File: config.mk
export PLATFORM = sky130hd
export DESIGN_NAME = two_dim_lattice_code_decoder_core
export DESIGN_NICKNAME = d
export VERILOG_FILES = /design/src/rtl/lcdec_pkg.sv /design/src/rtl/lcdec_dist.sv /design/src/rtl/lcdec_decide.sv /design/src/rtl/two_dim_lattice_code_decoder_core.sv
export SDC_FILE = /design/constraint.sdc
export NUM_CORES = 2
export LEC_CHECK = 0
export BUFFER_PORTS_ARGS = -buffer_cell sky130_fd_sc_hd__buf_2
export CORE_MARGIN = 2
export CORE_UTILIZATION = 25
export DETAILED_ROUTE_END_ITERATION = 8
export SYNTH_ARGS = -nofsm -noshare
export SYNTH_HDL_FRONTEND = slang
export SYNTH_HIERARCHICAL = 1
export SYNTH_SLANG_ARGS = --single-unit
File: constraint.sdc
create_clock -name clk -period 10.8 [get_ports clk]
set_input_delay 0.54 -clock clk [delete_from_list [all_inputs] [get_ports clk]]
set_output_delay 0.54 -clock clk [all_outputs]
set_load 0.02 [all_outputs]
File: src/rtl/lcdec_pkg.sv
// ----------------------------------------------------------------------------
// lcdec_pkg
// Shared constants and tables for the two-dimensional lattice code decoder.
// ----------------------------------------------------------------------------
package lcdec_pkg;

  localparam int unsigned MODULUS_DEFAULT     = 7681;
  localparam int unsigned BETA_OFFSET_DEFAULT = 220;

  localparam int COORD_W = 13;
  localparam int MSG_W   = 4;
  localparam int NUM_CW  = 4;
  localparam int NUM_VAL = 4;

  typedef logic [1:0] cw_idx_t;

  // value index per codeword for the x and the y coordinate
  localparam cw_idx_t CW_X_SEL [NUM_CW] = '{2'd0, 2'd1, 2'd2, 2'd3};
  localparam cw_idx_t CW_Y_SEL [NUM_CW] = '{2'd0, 2'd2, 2'd1, 2'd3};

endpackage

File: src/rtl/lcdec_dist.sv
// ----------------------------------------------------------------------------
// lcdec_dist
// Squared centered distances of both shifted coordinates to the four values.
// ----------------------------------------------------------------------------
module lcdec_dist
  import lcdec_pkg::*;
#(
  parameter int unsigned MODULUS     = MODULUS_DEFAULT,
  parameter int unsigned BETA_OFFSET = BETA_OFFSET_DEFAULT,
  parameter int          DW          = 18,
  parameter int          SQW         = 2 * DW
) (
  input  logic [COORD_W-1:0] coord_x,
  input  logic [COORD_W-1:0] coord_y,
  output logic [SQW-1:0]     dx2 [NUM_VAL],
  output logic [SQW-1:0]     dy2 [NUM_VAL]
);

  localparam int HALF_Q  = MODULUS / 2 + 1;
  localparam int INNER_Q = MODULUS / 2;
  localparam int ALPHA   = INNER_Q / 2;
  localparam int VAL3    = BETA_OFFSET + ALPHA - INNER_Q;

  localparam logic signed [DW-1:0] HALF_S       = DW'(HALF_Q);
  localparam logic signed [DW-1:0] INNER_S      = DW'(INNER_Q);
  localparam logic signed [DW-1:0] INNER_HALF_S = DW'(INNER_Q / 2);

  localparam logic signed [DW-1:0] VAL [NUM_VAL] = '{
    DW'(0), DW'(BETA_OFFSET), DW'(ALPHA), DW'(VAL3)
  };

  function automatic logic [SQW-1:0] sq_term(input logic signed [DW-1:0] t,
                                             input logic signed [DW-1:0] v);
    logic signed [DW-1:0]  d;
    logic signed [SQW-1:0] p;
    d = t - v;
    if (d < 0) begin
      d = -d;
    end
    // single wrap by the inner modulus, may go negative
    if (d > INNER_HALF_S) begin
      d = d - INNER_S;
    end
    p = d * d;
    return p;
  endfunction

  logic signed [DW-1:0] tx;
  logic signed [DW-1:0] ty;

  assign tx = $signed({{(DW - COORD_W){1'b0}}, coord_x}) - HALF_S;
  assign ty = $signed({{(DW - COORD_W){1'b0}}, coord_y}) - HALF_S;

  always_comb begin
    for (int j = 0; j < NUM_VAL; j++) begin
      dx2[j] = sq_term(tx, VAL[j]);
      dy2[j] = sq_term(ty, VAL[j]);
    end
  end

endmodule

File: src/rtl/lcdec_decide.sv
// ----------------------------------------------------------------------------
// lcdec_decide
// Nearest codeword selection and external flag check on the residuals.
// ----------------------------------------------------------------------------
module lcdec_decide
  import lcdec_pkg::*;
#(
  parameter int unsigned MODULUS     = MODULUS_DEFAULT,
  parameter int unsigned BETA_OFFSET = BETA_OFFSET_DEFAULT,
  parameter int          DW          = 18,
  parameter int          SQW         = 2 * DW
) (
  input  logic [COORD_W-1:0] coord_x,
  input  logic [COORD_W-1:0] coord_y,
  input  logic [SQW-1:0]     dx2 [NUM_VAL],
  input  logic [SQW-1:0]     dy2 [NUM_VAL],
  output logic [MSG_W-1:0]   message_bits
);

  localparam int HALF_Q  = MODULUS / 2 + 1;
  localparam int INNER_Q = MODULUS / 2;
  localparam int ALPHA   = INNER_Q / 2;

  localparam logic signed [DW-1:0] ALPHA_S  = DW'(ALPHA);
  localparam logic signed [DW-1:0] BETA_S   = DW'(BETA_OFFSET);
  localparam logic signed [DW-1:0] MOD_S    = DW'(MODULUS);
  localparam logic signed [DW-1:0] MOD_HS   = DW'(MODULUS / 2);
  localparam logic signed [DW-1:0] THRESH_S = DW'(HALF_Q / 2);

  logic [SQW:0]         cw_dist [NUM_CW];
  cw_idx_t              best01;
  cw_idx_t              best23;
  cw_idx_t              best;
  logic signed [DW-1:0] cw0;
  logic signed [DW-1:0] cw1;
  logic signed [DW-1:0] rx;
  logic signed [DW-1:0] ry;
  logic signed [DW-1:0] rx_abs;
  logic signed [DW-1:0] ry_abs;

  always_comb begin
    for (int k = 0; k < NUM_CW; k++) begin
      cw_dist[k] = {1'b0, dx2[CW_X_SEL[k]]} + {1'b0, dy2[CW_Y_SEL[k]]};
    end
  end

  // compare tree, ties keep the lower index
  assign best01 = (cw_dist[1] < cw_dist[0]) ? 2'd1 : 2'd0;
  assign best23 = (cw_dist[3] < cw_dist[2]) ? 2'd3 : 2'd2;
  assign best   = (cw_dist[best23] < cw_dist[best01]) ? best23 : best01;

  assign cw0 = (best[1] ? ALPHA_S : '0) + (best[0] ? BETA_S : '0);
  assign cw1 = (best[0] ? ALPHA_S : '0) + (best[1] ? BETA_S : '0);

  always_comb begin
    rx = $signed({{(DW - COORD_W){1'b0}}, coord_x}) - cw0;
    ry = $signed({{(DW - COORD_W){1'b0}}, coord_y}) - cw1;
    if (rx > MOD_HS) begin
      rx = rx - MOD_S;
    end
    if (ry > MOD_HS) begin
      ry = ry - MOD_S;
    end
    rx_abs = (rx < 0) ? -rx : rx;
    ry_abs = (ry < 0) ? -ry : ry;
  end

  assign message_bits = {rx_abs > THRESH_S, ry_abs > THRESH_S, best};

endmodule

File: src/rtl/two_dim_lattice_code_decoder_core.sv
// ----------------------------------------------------------------------------
// two_dim_lattice_code_decoder_core
// Decodes one coefficient pair into 4 message bits per word.
// ----------------------------------------------------------------------------
// path: the input reg loads on the accept edge, then the square reg, then the
//   result reg, which drives m_tvalid
// throughput: one word per cycle while m_tready is high, set by the three-stage
//   pipeline with per-stage ready, so bubbles are squeezed out during output stalls
// reset: rst clears the stage valid flags only; data registers are not reset
module two_dim_lattice_code_decoder_core
  import lcdec_pkg::*;
#(
  parameter int unsigned MODULUS     = MODULUS_DEFAULT,
  parameter int unsigned BETA_OFFSET = BETA_OFFSET_DEFAULT
) (
  input  logic        clk,
  input  logic        rst,
  input  logic        s_tvalid,
  output logic        s_tready,
  input  logic [31:0] s_tdata,   // coord_x [12:0], coord_y [25:13], zero [31:26]
  output logic        m_tvalid,
  input  logic        m_tready,
  output logic [7:0]  m_tdata    // message_bits [3:0], zero [7:4]
);

  localparam int DW  = $clog2(MODULUS + BETA_OFFSET + 2 ** COORD_W) + 2;
  localparam int SQW = 2 * DW;

  // stage 1: input register
  logic               v1;
  logic [COORD_W-1:0] x1;
  logic [COORD_W-1:0] y1;
  // stage 2: squared terms
  logic               v2;
  logic [COORD_W-1:0] x2;
  logic [COORD_W-1:0] y2;
  logic [SQW-1:0]     dx2 [NUM_VAL];
  logic [SQW-1:0]     dy2 [NUM_VAL];
  logic [SQW-1:0]     dx2_next [NUM_VAL];
  logic [SQW-1:0]     dy2_next [NUM_VAL];
  // stage 3: result
  logic               v3;
  logic [MSG_W-1:0]   msg;
  logic [MSG_W-1:0]   msg_next;

  logic ready1;
  logic ready2;
  logic ready3;

  assign ready3   = !v3 || m_tready;
  assign ready2   = !v2 || ready3;
  assign ready1   = !v1 || ready2;
  assign s_tready = ready1;

  always_ff @(posedge clk) begin
    if (rst) begin
      v1 <= 1'b0;
      v2 <= 1'b0;
      v3 <= 1'b0;
    end else begin
      if (ready1) begin
        v1 <= s_tvalid;
      end
      if (ready2) begin
        v2 <= v1;
      end
      if (ready3) begin
        v3 <= v2;
      end
    end
  end

  always_ff @(posedge clk) begin
    if (ready1 && s_tvalid) begin
      x1 <= s_tdata[COORD_W-1:0];
      y1 <= s_tdata[2*COORD_W-1:COORD_W];
    end
    if (ready2 && v1) begin
      x2  <= x1;
      y2  <= y1;
      dx2 <= dx2_next;
      dy2 <= dy2_next;
    end
    if (ready3 && v2) begin
      msg <= msg_next;
    end
  end

  lcdec_dist #(
    .MODULUS     (MODULUS),
    .BETA_OFFSET (BETA_OFFSET),
    .DW          (DW),
    .SQW         (SQW)
  ) u_dist (
    .coord_x (x1),
    .coord_y (y1),
    .dx2     (dx2_next),
    .dy2     (dy2_next)
  );

  lcdec_decide #(
    .MODULUS     (MODULUS),
    .BETA_OFFSET (BETA_OFFSET),
    .DW          (DW),
    .SQW         (SQW)
  ) u_decide (
    .coord_x      (x2),
    .coord_y      (y2),
    .dx2          (dx2),
    .dy2          (dy2),
    .message_bits (msg_next)
  );

  assign m_tvalid = v3;
  assign m_tdata  = {{(8 - MSG_W){1'b0}}, msg};

  // an empty stage anywhere must let a new word in
  a_ready_when_bubble: assert property (@(posedge clk) disable iff (rst)
    (!v1 || !v2 || !v3) |-> s_tready)
    else $error("input stalled with a free pipeline stage");

  // an accepted word always lands in the input register
  a_accept_fills_s1: assert property (@(posedge clk) disable iff (rst)
    (s_tvalid && s_tready) |=> v1)
    else $error("accepted word lost at input register");

  // a word in the square stage moves to the output when it has room
  a_s2_to_out: assert property (@(posedge clk) disable iff (rst)
    (v2 && ready3) |=> v3)
    else $error("word lost between square stage and result");

  // nothing leaves the output register without a handshake
  a_out_hold: assert property (@(posedge clk) disable iff (rst)
    (v3 && !m_tready) |=> (v3 && $stable(msg)))
    else $error("result changed while stalled");

  a_reset_empty: assert property (@(posedge clk)
    rst |=> (!v1 && !v2 && !v3))
    else $error("stage valid set after reset");

endmodule

==> impl_metrics.toml <==
[outcome]
status = "finished with violations"
violations = "negative setup slack"

[timing]
fin_ws_ps = -536
max_freq_ghz = 0.0882
setup_viol = 2
hold_viol = 0
maxSlewHeadroom = 0.213
fin_worst_skew_ps = 77.5
tightest_slew_ps = 1180
slew_violations = 0
timing.final.crit_share = 1.05
grt_setup_unrepaired = "true"
period_needed_ps = 11340

[synthesis]
yosys.area_share.adder = 0.511
avgSynthCellArea_um2 = 9.20
ys_ff_latch = 315
synth.area.mux_share = 0.00564
synth_warnings = 6
synthCells = 10700
synth-main-ff-cell = "edfxtp_1"
ys_async_sr_fraction = 0
synth_edf_count = 312
synth_area_mm2 = 0.0980
synth-compound-area-share = 0.0990
synth_top_family_by_area = "adder cells"
synth_xor_area_frac = 0.0586
yosys.area_share.simple = 0.110
synth_cell_types = 149
ys_seq_area_frac = 0.0962
yosys-top-cells-area = "fa_1 (39%), ha_1 (13%), inv_1 (10%)"
synth_top_area_frac = 0.385
yosys.area.top_type = "fa_1"

[worst_setup_path]
cp_common_cell = "a21o_1"
critPathCaptureType = "flop"
crit_type = "reg2reg"
arrival_ps = 11750
r2r_setup_slack_ps = -540
slowest_stage = "or4b_4"
worst_path_largest_cell_delay_ps = 530
r2r_cells = 60
crit_required_ps = 11210
path_max_fanout = 5
startpoint_type = "flop"

[clock_tree]
h-tree-depth = 2
numCtsBuffers = 43
cts-root-buf = "clkbuf_16"
clk_pin_slew_ps = 60
cts_tree = "done"
clock_sinks = 315
cts_buffer_depth = 3
insertion_delay_ps = 680

[global_route]
grt_antenna_before_repair = 13
first_global_vias = 77800
grt_overflow = 0
grt_pass1_wl_um = 429000
grt_max_degree = 73
track_usage = 0.136

[place]
dpl.hpwl_um = 233000
gp_congestion = 0.947
io_buffers = 35
placed_area_mm2 = 0.110

[drt]
vias_per_cell = 4.40
antenna_left = 0
drtIter0Drc = 4339
first_pass_iters = 6
drc = 0
wl_per_cell_um = 16.0
wl_um = 268000
vias = 73500

[layout]
mostFrequentLayoutCell = "inv_1"
design_area_mm2 = 0.114
area_delta_synth_final_pct = 16.0
drive_gt1_frac = 0.133
layout_common_cells = "inv_1 (2709), fa_1 (1880), ha_1 (962)"
final_net_count = 14300

[min_path]
hold_depth = 1
hold_path_class = "in2reg"

[die]
dieArea_mm2 = 0.397
fp.dieH_um = 630
rows = 229
initial_core_util = 0.251
io_pins = 46
die_x_um = 630
core_mm2 = 0.390

[run]
max_cap_violations = 0
-- sequential cells by signal, indices dropped and copies added, names as in the netlist, 4 cells and up --
register / flops
msg: 4
x2: 13
x1: 13
dy2: 128
y1: 13
y2: 13
dx2: 128
-- area by class of cell --
type                            count  area, um^2
Antenna cell                        4        10.0
Clock buffer                       47        1090
Clock inverter                     32         402
Fill cell                       41300      276000
Inverter                         2795       10500
Multi-Input combinational cell   7304       78200
Sequential cell                   315        9430
Tap cell                         5197        6500
Timing Repair Buffer              985        7530
-- routing by layer --
metal / track usage / wire length, um
met3: 0.0123 / 12700
met2: 0.239 / 132000
met1: 0.181 / 117000
met4: 0.0282 / 6170
met5: 0 / 28
-- path summary, 6_finish.rpt --
check / from / to
max reg2reg: dy2[64]$_DFFE_PP_ / msg[3]$_DFFE_PP_
max: dy2[64]$_DFFE_PP_ / msg[3]$_DFFE_PP_
min reg2reg: v1$_SDFFE_PP0P_ / v2$_SDFFE_PP0P_
min: s_tdata[23] / y1[10]$_DFFE_PP_
-- timing repair --
action                                  CTS  global route
hold buffers                              1             0
pin swaps                                94            52
endpoints found under the hold margin     1             0
gates resized for setup                  97           156
cloned                                    2             2
endpoints found under the setup margin    7            66
buffers inserted                         35            39
-- critical path, delay by kind of cell (launching register included) --
family / cells / cell delay, ps
AOI/OAI and AO/OA: 30 / 4960
adders and majority gates: 6 / 1590
buffers and inverters: 10 / 1330
DFF: 1 / 370
muxes: 1 / 310
and+or+nand+nor: 13 / 2480
-- stage by stage --
step / hold slack, ps / utilization / TNS (ps) / instances / setup slack (ps)
after floorplan: 421 / - / 0 / 10700 / 2.13
after detailed placement: 474 / 0.283 / -1930 / 16500 / -985
after CTS: 2.75 / 0.289 / -942 / 16600 / -567
final: 55.4 / 0.292 / -1030 / 16700 / -536
after global routing: 29.3 / 0.292 / -2400 / 16700 / -1120
after global placement: 461 / 0.283 / -1840 / 16500 / -959
-- cells by family after synthesis --
kind of cell    Yosys count
simple gates           2326
mux                      51
other cells               2
xor+xnor                633
flops                   315
fa+ha+maj              2867
buf+inv                3043
compound gates         1413
-- synthesized netlist by cell type (67+ instances only) --
cell type	count
clkbuf_1	116
fa_1	1885
xor2_1	155
xnor2_1	455
nor3_1	119
a21o_1	225
nor2_1	826
and2_1	67
o21ai_0	182
edfxtp_1	312
inv_1	2718
nand3_1	111
buf_2	79
nand2b_1	89
a21oi_1	431
nand2_1	715
ha_1	981
Power is not shown: default switching activity piles up to over one toggle a cycle in this logic, so the estimate is an artifact.
